`config.mk`:
```
export PLATFORM = sky130hd
export DESIGN_NAME = dive_column_select
export DESIGN_NICKNAME = d
export VERILOG_FILES = /design/src/sv/dcs_pkg.sv /design/src/sv/dcs_div.sv /design/src/sv/dcs_ctrl.sv /design/src/sv/dcs_datapath.sv /design/src/sv/dive_column_select.sv
export SDC_FILE = /design/constraint.sdc
export NUM_CORES = 2
export LEC_CHECK = 0
export BUFFER_PORTS_ARGS = -buffer_cell sky130_fd_sc_hd__buf_2
export CAP_MARGIN = 20
export CORE_UTILIZATION = 40
export CTS_CLUSTER_SIZE = 20
export DETAILED_ROUTE_END_ITERATION = 8
export PLACE_DENSITY = 0.67
export SLEW_MARGIN = 20
export SYNTH_ARGS = -nofsm -noshare
export SYNTH_HDL_FRONTEND = slang
export SYNTH_HIERARCHICAL = 1
export SYNTH_SLANG_ARGS = --single-unit
```
`constraint.sdc`:
```
create_clock -name clock -period 10.8 [get_ports clock]
set_input_delay 0.54 -clock clock [delete_from_list [all_inputs] [get_ports clock]]
set_output_delay 0.54 -clock clock [all_outputs]
set_load 0.1 [all_outputs]
```
`src/sv/dcs_pkg.sv`:
```
// Shared types and constants of the diving column selection block.
package dcs_pkg;

   localparam int LOCK_WIDTH  = 16;
   localparam int COUNT_WIDTH = 16;
   localparam int TOL_WIDTH   = 16;
   localparam int RULE_WIDTH  = 2;
   localparam int CSR_WIDTH   = 16;
   localparam int CSR_INDEX_WIDTH = 2;

   localparam logic [RULE_WIDTH-1:0] RULE_FRACTIONAL = 2'd0;
   localparam logic [RULE_WIDTH-1:0] RULE_LOCKS      = 2'd1;
   localparam logic [RULE_WIDTH-1:0] RULE_VECLEN     = 2'd2;
   localparam logic [RULE_WIDTH-1:0] RULE_GUIDED     = 2'd3;

   localparam logic [CSR_INDEX_WIDTH-1:0] CSR_DIVE_RULE   = 2'd0;
   localparam logic [CSR_INDEX_WIDTH-1:0] CSR_TOLERANCE   = 2'd1;
   localparam logic [CSR_INDEX_WIDTH-1:0] CSR_MAXIMIZE    = 2'd2;
   localparam logic [CSR_INDEX_WIDTH-1:0] CSR_GUIDE_VALID = 2'd3;

   localparam logic [TOL_WIDTH-1:0] TOL_RESET = 16'd66;

   typedef enum logic [5:0] {
      ST_IDLE   = 6'b000001,
      ST_PREP   = 6'b000010,
      ST_DSTART = 6'b000100,
      ST_DIV    = 6'b001000,
      ST_UPDATE = 6'b010000,
      ST_EMIT   = 6'b100000
   } dcs_state_type;

   typedef struct packed {
      logic capture;
      logic prep;
      logic div_start;
      logic update;
      logic emit;
   } dcs_cmd_type;

   typedef struct packed {
      logic div_need;
      logic div_done;
      logic last;
   } dcs_status_type;

endpackage

```
`src/sv/dcs_div.sv`:
```
// Restoring divider, one quotient bit per cycle.
module dcs_div #(
   parameter int NW = 33,
   parameter int DW = 17
) (
   input  logic          clock,
   input  logic          reset,
   input  logic          start,
   input  logic [NW-1:0] dividend,
   input  logic [DW-1:0] divisor,
   output logic [NW-1:0] quotient,
   output logic          done
);
   localparam int CW = $clog2(NW + 1);

   logic [DW-1:0] rem_ff, rem_in;
   logic [DW-1:0] den_ff, den_in;
   logic [NW-1:0] quo_ff, quo_in;
   logic [CW-1:0] cnt_ff, cnt_in;
   logic          busy_ff, busy_in;
   logic          done_ff, done_in;
   logic [DW+1:0] trial;
   logic          ge;

   always_comb begin
      trial   = {1'b0, rem_ff, quo_ff[NW-1]} - {2'b00, den_ff};
      ge      = ~trial[DW+1];
      rem_in  = rem_ff;
      den_in  = den_ff;
      quo_in  = quo_ff;
      cnt_in  = cnt_ff;
      busy_in = busy_ff;
      done_in = 1'b0;
      if (start) begin
         rem_in  = '0;
         den_in  = divisor;
         quo_in  = dividend;
         cnt_in  = '0;
         busy_in = 1'b1;
      end else if (busy_ff) begin
         rem_in = ge ? trial[DW-1:0] : {rem_ff[DW-2:0], quo_ff[NW-1]};
         quo_in = {quo_ff[NW-2:0], ge};
         cnt_in = cnt_ff + CW'(1);
         if (cnt_ff == CW'(NW - 1)) begin
            busy_in = 1'b0;
            done_in = 1'b1;
         end
      end
   end

   always_ff @(posedge clock) begin
      if (reset) begin
         busy_ff <= 1'b0;
         done_ff <= 1'b0;
         cnt_ff  <= '0;
      end else begin
         busy_ff <= busy_in;
         done_ff <= done_in;
         cnt_ff  <= cnt_in;
      end
      rem_ff <= rem_in;
      den_ff <= den_in;
      quo_ff <= quo_in;
   end

   assign quotient = quo_ff;
   assign done     = done_ff;

endmodule

```
`src/sv/dcs_ctrl.sv`:
```
// Sequencer of the diving column selection block.
module dcs_ctrl (
   input  logic                    clock,
   input  logic                    reset,
   input  logic                    req_valid,
   output logic                    req_stall,
   output logic                    rsp_valid,
   input  logic                    rsp_stall,
   input  dcs_pkg::dcs_status_type status,
   output dcs_pkg::dcs_cmd_type    cmd
);
   import dcs_pkg::*;

   dcs_state_type state_ff, state_in;
   logic          rsp_valid_ff, rsp_valid_in;

   always_comb begin
      state_in = state_ff;
      cmd      = '0;
      case (state_ff)
         ST_IDLE: begin
            if (req_valid) begin
               cmd.capture = 1'b1;
               state_in    = ST_PREP;
            end
         end
         ST_PREP: begin
            cmd.prep = 1'b1;
            state_in = status.div_need ? ST_DSTART : ST_UPDATE;
         end
         ST_DSTART: begin
            cmd.div_start = 1'b1;
            state_in      = ST_DIV;
         end
         ST_DIV: begin
            if (status.div_done) state_in = ST_UPDATE;
         end
         ST_UPDATE: begin
            cmd.update = 1'b1;
            state_in   = status.last ? ST_EMIT : ST_IDLE;
         end
         ST_EMIT: begin
            if (!rsp_valid_ff || !rsp_stall) begin
               cmd.emit = 1'b1;
               state_in = ST_IDLE;
            end
         end
         default: state_in = ST_IDLE;
      endcase
      rsp_valid_in = cmd.emit | (rsp_valid_ff & rsp_stall);
   end

   always_ff @(posedge clock) begin
      if (reset) begin
         state_ff     <= ST_IDLE;
         rsp_valid_ff <= 1'b0;
      end else begin
         state_ff     <= state_in;
         rsp_valid_ff <= rsp_valid_in;
      end
   end

   assign req_stall = (state_ff != ST_IDLE);
   assign rsp_valid = rsp_valid_ff;

`ifndef ASSERT_OFF
   a_accept_prep: assert property (@(posedge clock) disable iff (reset)
      (req_valid && !req_stall) |=> (state_ff == ST_PREP))
      else $error("transfer accepted but no prep");
   a_div_update: assert property (@(posedge clock) disable iff (reset)
      (state_ff == ST_DIV && status.div_done) |=> (state_ff == ST_UPDATE))
      else $error("divide done without update");
   a_emit_valid: assert property (@(posedge clock) disable iff (reset)
      cmd.emit |=> rsp_valid_ff)
      else $error("emit lost");
   a_onehot: assert property (@(posedge clock) disable iff (reset)
      $onehot(state_ff))
      else $error("state not one-hot");
`endif

endmodule

```
`src/sv/dcs_datapath.sv`:
```
// Scoring, running best and result register of the diving column selection block.
module dcs_datapath #(
   parameter int VALUE_WIDTH   = 32,
   parameter int FRACTION_BITS = 16,
   parameter int INDEX_WIDTH   = 16
) (
   input  logic                                   clock,
   input  logic                                   reset,
   input  dcs_pkg::dcs_cmd_type                   cmd,
   output dcs_pkg::dcs_status_type                status,
   input  logic                                   csr_write,
   input  logic [dcs_pkg::CSR_INDEX_WIDTH-1:0]    csr_index,
   input  logic [dcs_pkg::CSR_WIDTH-1:0]          csr_data,
   input  logic [INDEX_WIDTH-1:0]                 req_column_index,
   input  logic signed [VALUE_WIDTH-1:0]          req_lp_value,
   input  logic signed [VALUE_WIDTH-1:0]          req_lower_bound,
   input  logic signed [VALUE_WIDTH-1:0]          req_upper_bound,
   input  logic                                   req_lower_finite,
   input  logic                                   req_upper_finite,
   input  logic [dcs_pkg::LOCK_WIDTH-1:0]         req_up_lock_count,
   input  logic [dcs_pkg::LOCK_WIDTH-1:0]         req_down_lock_count,
   input  logic signed [VALUE_WIDTH-1:0]          req_objective_cost,
   input  logic [dcs_pkg::COUNT_WIDTH-1:0]        req_nonzero_count,
   input  logic signed [VALUE_WIDTH-1:0]          req_guide_value,
   input  logic                                   req_last_column,
   output logic                                   rsp_found,
   output logic [INDEX_WIDTH-1:0]                 rsp_chosen_column,
   output logic signed [VALUE_WIDTH-1:0]          rsp_target_value
);
   import dcs_pkg::*;

   localparam int W   = VALUE_WIDTH;
   localparam int F   = FRACTION_BITS;
   localparam int E   = W + 2;
   localparam int SW  = W + LOCK_WIDTH + 1;
   localparam int SCW = W - 1;
   localparam int PW  = W + F + 1;
   localparam int QW  = W + 1;
   localparam int DW  = COUNT_WIDTH + 1;
   localparam int TW  = F + TOL_WIDTH + 1;
   localparam int TS_UP = (F >= TOL_WIDTH) ? F - TOL_WIDTH : 0;
   localparam int TS_DN = (F < TOL_WIDTH) ? TOL_WIDTH - F : 0;

   localparam logic [E-1:0]   ONE_E  = {{(E-1){1'b0}}, 1'b1} << F;
   localparam logic [E-1:0]   IMAX_E = {3'b000, {(W-1-F){1'b1}}, {F{1'b0}}};
   localparam logic [E-1:0]   VMIN_E = {3'b111, {(W-1){1'b0}}};
   localparam logic [SCW-1:0] VMAXU  = {SCW{1'b1}};
   localparam logic [F-1:0]   HALF   = {1'b1, {(F-1){1'b0}}};

   // configuration
   logic [RULE_WIDTH-1:0] rule_ff;
   logic [TOL_WIDTH-1:0]  tol_ff;
   logic                  max_ff;
   logic                  gvalid_ff;

   // captured column
   logic [INDEX_WIDTH-1:0]  idx_ff;
   logic [W-1:0]            v_ff, lo_ff, hi_ff, cost_ff, guide_ff;
   logic                    lof_ff, hif_ff, last_ff;
   logic [LOCK_WIDTH-1:0]   ul_ff, dl_ff;
   logic [COUNT_WIDTH-1:0]  nnz_ff;

   // prep results
   logic                    cand_ff, div_need_ff;
   logic [SCW-1:0]          score_ff;
   logic [PW-1:0]           prod_ff;
   logic [W-1:0]            target_ff;

   // running best
   logic [SCW-1:0]          lead_score_ff;
   logic [INDEX_WIDTH-1:0]  best_col_ff;
   logic [W-1:0]            best_target_ff;
   logic                    have_ff;

   logic                    found_ff;
   logic [INDEX_WIDTH-1:0]  col_out_ff;
   logic [W-1:0]            target_out_ff;

   logic [F-1:0]            frac;
   logic [F:0]              omf, frac_dist;
   logic [TW-1:0]           tol_s;
   logic                    usable, cand, def_up, lock_up, c_up, g_up, rup;
   logic [E-1:0]            down_e, up_e, guide_e, lo_ceil, hi_floor, t;
   logic [W:0]              diff, absd, cost_s, mag_c;
   logic [F:0]              mult;
   logic [PW-1:0]           prod;
   logic [LOCK_WIDTH-1:0]   lock;
   logic [SW-1:0]           raw;
   logic [SCW-1:0]          score_sat;
   logic [QW-1:0]           quotient;
   logic                    div_done;
   logic [SCW-1:0]          q_sat, upd_score;

   always_comb begin
      frac      = v_ff[F-1:0];
      down_e    = {{2{v_ff[W-1]}}, v_ff[W-1:F], {F{1'b0}}};
      up_e      = down_e + ONE_E;
      omf       = {1'b1, {F{1'b0}}} - {1'b0, frac};
      frac_dist = ({1'b0, frac} < omf) ? {1'b0, frac} : omf;
      tol_s     = (TW'(tol_ff) << TS_UP) >> TS_DN;
      usable    = !(rule_ff == RULE_GUIDED && !gvalid_ff);
      cand      = usable && (TW'(frac_dist) > tol_s);
      def_up    = (frac[F-1] && (|frac[F-2:0])) ||
                  (frac == HALF && !v_ff[W-1] && (|v_ff));

      lock_up = (ul_ff < dl_ff) || (ul_ff == dl_ff && def_up);
      lock    = lock_up ? ul_ff : dl_ff;

      cost_s  = {cost_ff[W-1], cost_ff};
      if (max_ff) cost_s = -cost_s;
      c_up    = ~cost_s[W];
      mag_c   = c_up ? cost_s : -cost_s;
      mult    = c_up ? omf : {1'b0, frac};
      prod    = PW'(mag_c * mult);

      guide_e = {{2{guide_ff[W-1]}}, guide_ff};
      g_up    = ($signed(guide_e) >= $signed(up_e));
      diff    = {v_ff[W-1], v_ff} - {guide_ff[W-1], guide_ff};
      absd    = diff[W] ? -diff : diff;

      case (rule_ff)
         RULE_LOCKS: begin
            raw = SW'({lock, {F{1'b0}}}) + SW'(frac_dist);
            rup = lock_up;
         end
         RULE_VECLEN: begin
            raw = '0;
            rup = c_up;
         end
         RULE_GUIDED: begin
            raw = SW'(absd);
            rup = g_up;
         end
         default: begin
            raw = SW'(frac_dist);
            rup = def_up;
         end
      endcase
      score_sat = (raw > SW'(VMAXU)) ? VMAXU : raw[SCW-1:0];

      t        = rup ? up_e : down_e;
      lo_ceil  = {{2{lo_ff[W-1]}}, lo_ff[W-1:F], {F{1'b0}}} +
                 ((|lo_ff[F-1:0]) ? ONE_E : '0);
      hi_floor = {{2{hi_ff[W-1]}}, hi_ff[W-1:F], {F{1'b0}}};
      if (lof_ff && $signed(t) < $signed(lo_ceil)) t = lo_ceil;
      if (hif_ff && $signed(t) > $signed(hi_floor)) t = hi_floor;
      if ($signed(t) > $signed(IMAX_E)) t = IMAX_E;
      if ($signed(t) < $signed(VMIN_E)) t = VMIN_E;

      q_sat     = (quotient > QW'(VMAXU)) ? VMAXU : quotient[SCW-1:0];
      upd_score = div_need_ff ? q_sat : score_ff;
   end

   dcs_div #(.NW(QW), .DW(DW)) u_div (
      .clock    (clock),
      .reset    (reset),
      .start    (cmd.div_start),
      .dividend (prod_ff[PW-1:F]),
      .divisor  (DW'(nnz_ff) + DW'(1)),
      .quotient (quotient),
      .done     (div_done)
   );

   always_ff @(posedge clock) begin
      if (reset) begin
         rule_ff   <= RULE_FRACTIONAL;
         tol_ff    <= TOL_RESET;
         max_ff    <= 1'b0;
         gvalid_ff <= 1'b0;
      end else if (csr_write) begin
         case (csr_index)
            CSR_DIVE_RULE:   rule_ff   <= csr_data[RULE_WIDTH-1:0];
            CSR_TOLERANCE:   tol_ff    <= csr_data[TOL_WIDTH-1:0];
            CSR_MAXIMIZE:    max_ff    <= csr_data[0];
            CSR_GUIDE_VALID: gvalid_ff <= csr_data[0];
            default: ;
         endcase
      end
   end

   always_ff @(posedge clock) begin
      if (cmd.capture) begin
         idx_ff   <= req_column_index;
         v_ff     <= req_lp_value;
         lo_ff    <= req_lower_bound;
         hi_ff    <= req_upper_bound;
         lof_ff   <= req_lower_finite;
         hif_ff   <= req_upper_finite;
         ul_ff    <= req_up_lock_count;
         dl_ff    <= req_down_lock_count;
         cost_ff  <= req_objective_cost;
         nnz_ff   <= req_nonzero_count;
         guide_ff <= req_guide_value;
         last_ff  <= req_last_column;
      end
      if (cmd.prep) begin
         cand_ff     <= cand;
         div_need_ff <= cand && (rule_ff == RULE_VECLEN);
         score_ff    <= score_sat;
         prod_ff     <= prod;
         target_ff   <= t[W-1:0];
      end
      if (cmd.emit) begin
         found_ff      <= have_ff;
         col_out_ff    <= have_ff ? best_col_ff : '0;
         target_out_ff <= have_ff ? best_target_ff : '0;
      end
   end

   always_ff @(posedge clock) begin
      if (reset) begin
         have_ff        <= 1'b0;
         lead_score_ff  <= VMAXU;
         best_col_ff    <= '0;
         best_target_ff <= '0;
      end else if (cmd.emit) begin
         have_ff        <= 1'b0;
         lead_score_ff  <= VMAXU;
         best_col_ff    <= '0;
         best_target_ff <= '0;
      end else if (cmd.update && cand_ff && (!have_ff || upd_score < lead_score_ff)) begin
         have_ff        <= 1'b1;
         lead_score_ff  <= upd_score;
         best_col_ff    <= idx_ff;
         best_target_ff <= target_ff;
      end
   end

   always_comb begin
      status.div_need = cand && (rule_ff == RULE_VECLEN);
      status.div_done = div_done;
      status.last     = last_ff;
   end

   assign rsp_found         = found_ff;
   assign rsp_chosen_column = col_out_ff;
   assign rsp_target_value  = target_out_ff;

`ifndef ASSERT_OFF
   a_update_have: assert property (@(posedge clock) disable iff (reset)
      (cmd.update && cand_ff) |=> have_ff)
      else $error("scored column left no choice");
   a_emit_clear: assert property (@(posedge clock) disable iff (reset)
      cmd.emit |=> !have_ff)
      else $error("search not cleared after emit");
   a_none_zero: assert property (@(posedge clock) disable iff (reset)
      !have_ff |-> (best_col_ff == '0 && best_target_ff == '0))
      else $error("empty best holds data");
`endif

endmodule

```
`src/sv/dive_column_select.sv`:
```
// Top level of the diving column selection block.
//
//   channel  direction  handshake              payload
//   req      in         req_valid/req_stall    one column per transfer
//   rsp      out        rsp_valid/rsp_stall    choice on last column
//   csr      in         csr_write              dive_rule, tolerance, sense, guide
//
// A column passes the idle, prep and update states; under the vector length rule
// a scored column also passes the divide states of the one-bit-per-cycle divider.
// A last column adds an emit state to load the result register.
// Reset is synchronous and active high; it clears the search, state and CSRs.
// A result held by rsp_stall does not block new columns; only the next
// last column waits for it to be taken.
module dive_column_select #(
   parameter int VALUE_WIDTH   = 32,
   parameter int FRACTION_BITS = 16,
   parameter int INDEX_WIDTH   = 16
) (
   input  logic                                clock,
   input  logic                                reset,
   input  logic                                csr_write,
   input  logic [dcs_pkg::CSR_INDEX_WIDTH-1:0] csr_index,
   input  logic [dcs_pkg::CSR_WIDTH-1:0]       csr_data,
   input  logic                                req_valid,
   output logic                                req_stall,
   input  logic [INDEX_WIDTH-1:0]              req_column_index,
   input  logic signed [VALUE_WIDTH-1:0]       req_lp_value,
   input  logic signed [VALUE_WIDTH-1:0]       req_lower_bound,
   input  logic signed [VALUE_WIDTH-1:0]       req_upper_bound,
   input  logic                                req_lower_finite,
   input  logic                                req_upper_finite,
   input  logic [dcs_pkg::LOCK_WIDTH-1:0]      req_up_lock_count,
   input  logic [dcs_pkg::LOCK_WIDTH-1:0]      req_down_lock_count,
   input  logic signed [VALUE_WIDTH-1:0]       req_objective_cost,
   input  logic [dcs_pkg::COUNT_WIDTH-1:0]     req_nonzero_count,
   input  logic signed [VALUE_WIDTH-1:0]       req_guide_value,
   input  logic                                req_last_column,
   output logic                                rsp_valid,
   input  logic                                rsp_stall,
   output logic                                rsp_found,
   output logic [INDEX_WIDTH-1:0]              rsp_chosen_column,
   output logic signed [VALUE_WIDTH-1:0]       rsp_target_value
);
   import dcs_pkg::*;

   dcs_cmd_type    cmd;
   dcs_status_type status;

   dcs_ctrl u_ctrl (
      .clock     (clock),
      .reset     (reset),
      .req_valid (req_valid),
      .req_stall (req_stall),
      .rsp_valid (rsp_valid),
      .rsp_stall (rsp_stall),
      .status    (status),
      .cmd       (cmd)
   );

   dcs_datapath #(
      .VALUE_WIDTH   (VALUE_WIDTH),
      .FRACTION_BITS (FRACTION_BITS),
      .INDEX_WIDTH   (INDEX_WIDTH)
   ) u_datapath (
      .clock               (clock),
      .reset               (reset),
      .cmd                 (cmd),
      .status              (status),
      .csr_write           (csr_write),
      .csr_index           (csr_index),
      .csr_data            (csr_data),
      .req_column_index    (req_column_index),
      .req_lp_value        (req_lp_value),
      .req_lower_bound     (req_lower_bound),
      .req_upper_bound     (req_upper_bound),
      .req_lower_finite    (req_lower_finite),
      .req_upper_finite    (req_upper_finite),
      .req_up_lock_count   (req_up_lock_count),
      .req_down_lock_count (req_down_lock_count),
      .req_objective_cost  (req_objective_cost),
      .req_nonzero_count   (req_nonzero_count),
      .req_guide_value     (req_guide_value),
      .req_last_column     (req_last_column),
      .rsp_found           (rsp_found),
      .rsp_chosen_column   (rsp_chosen_column),
      .rsp_target_value    (rsp_target_value)
   );

endmodule
```
* After elaboration in Yosys (flattened, before gate mapping)
Index checks and enable logic that the tools add are counted.
** Storage, ports and cells
- Word-level logic and storage cells :: 152
- Output and inout port bits :: 51
- Register bits :: 572
- Input port bits :: 250
** Operators by class
- Multiplexer cells :: 35
- Multiply operators :: 1
- Reduce and logical (&&, ||, !) cells :: 34
- Bitwise operators :: 5
- Equality and inequality tests :: 19
- $add $sub $neg :: 11
- $lt $le $gt $ge :: 11
** Operators by type and width (count)
- 33-bit 2-to-1 mux :: 5
- 49-bit case mux with 3 select lines :: 1
- 34-bit 2-to-1 mux :: 4
- 33-bit negation :: 3
- 17-bit 2-to-1 mux :: 4
- 31-bit 2-to-1 mux :: 2
- 49-bit by 31-bit greater-than comparator with 1-bit output, second input constant :: 1
- 33-bit by 17-bit multiplier with 49-bit output :: 1
- 6-bit case mux with 6 select lines :: 1
- 34-bit adder :: 1
- 34-bit by 32-bit greater-than comparator with 1-bit output :: 1
- 34-bit by 32-bit greater-than comparator with 1-bit output, second input constant :: 1
- 34-bit by 32-bit less-than comparator with 1-bit output, second input constant :: 1
- 34-bit less-than comparator :: 1
- 32-bit by 17-bit adder with 33-bit output :: 1
- 32-bit by 18-bit adder with 33-bit output, second input constant :: 1
- 32-bit by 33-bit greater-or-equal comparator with 1-bit output :: 1
- 33-bit by 31-bit greater-than comparator with 1-bit output, second input constant :: 1
- 32-bit by 32-bit subtractor with 33-bit output :: 1
- 32-bit OR reduction :: 1
- 31-bit less-than comparator :: 1
- 6-bit 2-to-1 mux :: 4
- 18-bit by 17-bit subtractor with 19-bit output :: 1
- 16-bit by 1-bit adder with 17-bit output, second input constant :: 1
- other kinds (36) :: 76

* Depth between registers and ports, before layout
- Depth after elaboration :: 17
- Depth in mapped cells :: 49
- Gate-level depth less buffers :: 44

* Modules after synthesis
The synthesis kept the hierarchy.
** By module, submodules not included
- dcs_datapath :: area each 40381.2 µm², sequential area each 11471.0 µm², instances 1, cells each 4231
- dcs_div :: area each 3968.8 µm², sequential area each 2001.9 µm², instances 1, cells each 349
- dcs_ctrl :: area each 412.9 µm², sequential area each 140.1 µm², instances 1, cells each 48

* Least setup slack after synthesis
Ideal clock, no wire load.
- Path kind :: flip-flop to flip-flop
- Start :: register u_datapath.cost_ff[0]
- End :: register u_datapath.prod_ff[46], data pin
- Setup slack :: 1.152 ns
- Required time :: 10.542 ns
- Period minus slack after synthesis :: 9.648 ns
- Library setup time :: 0.258 ns
- Arrival time :: 9.391 ns
- Cell stages (with the launch flop) :: 38
- Path buffers :: 5
- Cell sequence :: edfxtp_1 clkbuf_1 inv_1 ha_1 clkbuf_1 nor3b_1 and3_1 nand3_1 nor4_1 o21a_1 clkbuf_1 clkbuf_1 a21oi_1 xnor2_1 clkbuf_1 nand2_1 fa_1 inv_1 (+2 left out) fa_1 fa_1 fa_1 inv_1 fa_1 ha_1 o21a_1 o21a_1 o21a_1 o211ai_1 a21oi_1 a311o_1 a31o_2 a41o_1 a41oi_1 o21ai_0 a21oi_1 xnor2_1
** Between the ends
- Longest elaborated chain between the ends :: 5
- Elaborated cells on any way between the ends :: 6
- Those cells by class :: 2 x add/sub; 1 x mul; 3 x mux
** RTL lines
- start, declared :: RTL line dcs_datapath.sv:58 : logic [W-1:0] v_ff, lo_ff, hi_ff, cost_ff, guide_ff;
- start signal, assigned :: RTL line dcs_datapath.sv:191 : cost_ff <= req_objective_cost;
- 33-bit negation :: RTL line dcs_datapath.sv:110 : if (max_ff) cost_s = -cost_s;
- 33-bit 2-to-1 mux (*) :: RTL line dcs_datapath.sv:110
- 33-bit negation :: RTL line dcs_datapath.sv:112 : mag_c = c_up ? cost_s : -cost_s;
- 33-bit 2-to-1 mux :: RTL line dcs_datapath.sv:112
- 33-bit by 17-bit multiplier with 49-bit output (*) :: RTL line dcs_datapath.sv:114 : prod = PW'(mag_c * mult);
- named net u_datapath.prod[46] :: RTL line dcs_datapath.sv:86 : logic [PW-1:0] prod;
- end signal, assigned :: RTL line dcs_datapath.sv:200 : prod_ff <= prod;
- end, declared :: RTL line dcs_datapath.sv:66 : logic [PW-1:0] prod_ff;
Mark *: on every way through the listed nets, which the timed path passes. The rest lies on a longest branch.
A chain may end at the register's enable or synchronous reset.

* Worst setup path in the final report
- Start :: register u_datapath.cost_ff[0]
- End :: register u_datapath.prod_ff[48], data pin
The elaborated chain is that of the path after synthesis.

==> flow_metrics.tcl <==
set metrics [dict create \
    seq_area_frac_synth_pct 30.4 \
    status "complete, no violations" \
    slew_headroom_pct 35.1 \
    synth-seq-cells 492 \
    period_minus_slack_ns 10.12 \
    use_met2_pct 33.4 \
    hold_viol_final 0 \
    nNetsFinal 5877 \
    grt_start_max_net_pins 127 \
    cpMaxStageDelayCell "fa_1" \
    die-height_um 337 \
    cts_buffers 55 \
    ant_nets 0 \
    route.detailed.drc 0 \
    synth_top_cell_area_share_pct 25.2 \
    clock_sinks 492 \
    fmax_mhz 98.9 \
    gp_congestion 0.901 \
    path_buf_inv 5 \
    cts_hold_buf 0 \
    min-delay-path-class "input pin to flop" \
    grt.met1_usage_pct 26.9 \
    worst_setup_path_start_kind "flop" \
    cts_tree "yes" \
    synth_area_leaders "edfxtp_1, fa_1, ha_1, inv_1, nand2_1" \
    skew_ns 0.0287 \
    fin_ws_ns 0.684 \
    use_met3_pct 2.58 \
    crit_path_max_fanout 11 \
    yosys_warnings 6 \
    synth.avg_cell_area_um2 9.67 \
    grt_overflow 0 \
    rows 122 \
    clk_latency_ns 0.65 \
    busiest_layer "met2" \
    dr_total_vias 33700 \
    synthCells 4628 \
    vias_per_cell 5.26 \
    whs_ns 0.0595 \
    dpl.cell_count 6296 \
    end_kind "flop" \
    critical_path_class "flop to flop" \
    wl_um 114000 \
    grt_pass1_vias 33300 \
    core_area_mm2 0.111 \
    start_util_pct 40.4 \
    syn-cell-area_mm2 0.0448 \
    die_area_mm2 0.113 \
    first_pass_iters 5 \
    setup_violations 0 \
    grt_usage_pct 20.2 \
    drv_slew 0 \
    antenna_found_initial 8 \
    layout-drive-gt1-share_pct 11.7 \
    synth_cell_types 105 \
    h-tree-depth 2 \
    fin_util_pct 45.1 \
    dieWidth_um 337 \
    multi_input_area_mm2 0.0280 \
    numPortBuffers 268 \
    nFillCells 10700 \
    clockBufferDepth 3 \
    crit_required_ns 11.16 \
    critPathMaxStageDelay_ns 0.55 \
    synthToLayoutAreaGrowth_pct 11.5 \
    cp_top_family "adder cells" \
    post_drt_wl_per_cell_um 17.7 \
    rrSetupSlack_ns 0.68 \
    place_ws_ns 0.207 \
    fin_crit_sh_pct 93.7 \
    dp_hpwl_um 90300 \
    cts_root_buffer "clkbuf_16" \
    cp.arrival_ns 10.48 \
    maxCapViolCount 0 \
    regArea_mm2 0.0136 \
    crit_top_cell "fa_1" \
    ys_async_sr_fraction_pct 0 \
    final_cells 6402 \
    worst_pin_slew_ns 0.971 \
    clk_pin_slew_ns 0.07 \
    synth_edf_count 376 \
    io_pins 301 \
    grt_pass1_wl_um 181000 \
    synth_largest_area_cell "edfxtp_1" \
    synth-main-ff-cell "edfxtp_1" \
    drt_iter0_markers 2594 \
]
## synthesized netlist by cell type, types with 105 or more instances
master      n
inv_1     655
nand2_1   646
fa_1      463
edfxtp_1  376
ha_1      297
nor2_1    188
clkbuf_1  170
a21oi_1   160
xnor2_1   158
o21ai_0   149
dfxtp_1   116
nor2b_1   105
## worst register-to-register path: cells and delay by family (launching register included)
family | cells | cell delay [ns]
and+or+nand+nor | 7 | 1.71
buffers and inverters | 5 | 0.65
AOI/OAI and AO/OA | 11 | 2.71
adders and majority gates | 8 | 3.72
DFF | 1 | 0.39
xor gates and xnor gates | 3 | 0.64
## area by class of cell
class,count,share of cell area [%]
multi-input cells,3291,56.1
repair buffers,369,4.27
diodes,3,0.0150
inverters,658,4.95
flip-flops and latches,492,27.3
clock inverters,26,0.707
well taps,1488,3.73
clock buffers,75,2.97
## cells in the final DEF, fill, tap and decap left out, types with 9 or more instances in the layout
| cell | synthesis | final |
|---|---|---|
| o31ai_1 | 30 | 30 |
| a221oi_1 | 9 | 9 |
| a31oi_1 | 53 | 53 |
| nand2_1 | 646 | 645 |
| clkinv_2 | 0 | 9 |
| xor2_1 | 90 | 87 |
| clkbuf_16 | 0 | 55 |
| or2_2 | 14 | 15 |
| buf_4 | 19 | 97 |
| dfxtp_1 | 116 | 116 |
| o211ai_1 | 12 | 12 |
| xnor2_1 | 158 | 150 |
| nand4_1 | 42 | 42 |
| nor3_1 | 96 | 96 |
| or3_1 | 44 | 44 |
| a311oi_1 | 14 | 14 |
| o22a_1 | 38 | 38 |
| and2_1 | 80 | 80 |
| and3_1 | 43 | 42 |
| o21a_1 | 36 | 35 |
| mux2_2 | 46 | 46 |
| a211oi_1 | 10 | 10 |
| nand2b_1 | 30 | 30 |
| inv_1 | 655 | 654 |
| nand3_1 | 95 | 95 |
| a21oi_1 | 160 | 159 |
| buf_2 | 12 | 268 |
| edfxtp_1 | 376 | 376 |
| nor2_1 | 188 | 187 |
| nor2b_1 | 105 | 105 |
| fa_1 | 463 | 463 |
| a21o_1 | 65 | 65 |
| nor4_1 | 31 | 29 |
| a211o_1 | 9 | 9 |
| o21ai_0 | 149 | 147 |
| o21bai_1 | 9 | 9 |
| ha_1 | 297 | 297 |
| clkbuf_1 | 170 | 17 |
| conb_1 | 2 | 33 |
| mux2i_1 | 19 | 17 |
## worst paths after layout
path                                             from                      to  cells past startpoint
worst min register to register  u_datapath/tol_ff[13]   u_datapath/tol_ff[13]                      2
worst max-delay path            u_datapath/cost_ff[0]  u_datapath/prod_ff[48]                     34
worst min-delay path            req_objective_cost[7]   u_datapath/cost_ff[7]                      1
worst max register to register  u_datapath/cost_ff[0]  u_datapath/prod_ff[48]                     34
## kinds of logic after synthesis
| kind of cell | Yosys count | synth area share [%] |
|---|---|---|
| other cells | 2 | 0.0168 |
| xor+xnor | 248 | 4.85 |
| compound gates | 696 | 10.4 |
| flops | 492 | 30.4 |
| fa+ha+maj | 769 | 29.2 |
| buf+inv | 876 | 7.67 |
| mux | 65 | 1.58 |
| simple gates | 1480 | 15.8 |
## flip-flops by register name, indices dropped and copies added (netlist names), 17 cells and up
signal,cells
u_datapath/v_ff,32
u_datapath/guide_ff,32
u_datapath/cost_ff,32
u_datapath/prod_ff,33
u_datapath/lead_score_ff,31
u_datapath/u_div/rem_ff,17
u_datapath/score_ff,31
u_datapath/u_div/quotient,33
u_datapath/lo_ff,32
u_datapath/u_div/den_ff,17
## stage by stage
step	instance area (um^2)	TNS (ns)
after floorplan	44900	0
after global placement	48000	0
after detailed placement	48000	0
after CTS	49800	0
after global routing	49900	-0.0158
final	49900	0
## timing repair
action                                  in CTS  in global routing
endpoints found under the setup margin       0                 28
gates resized for setup                      0                 12
buffers inserted                             0                  2
## per-layer routing
metal | vias to the layer above | share of wire, %
met5 | - | 0.036
met1 | 16600 | 43
li1 | 15900 | -
met4 | 6 | 4.1
met2 | 916 | 48
met3 | 208 | 5.4
Power is left out: the tool's default activity adds up to more than one toggle a clock period on the data nets, which glitch-free logic cannot reach.
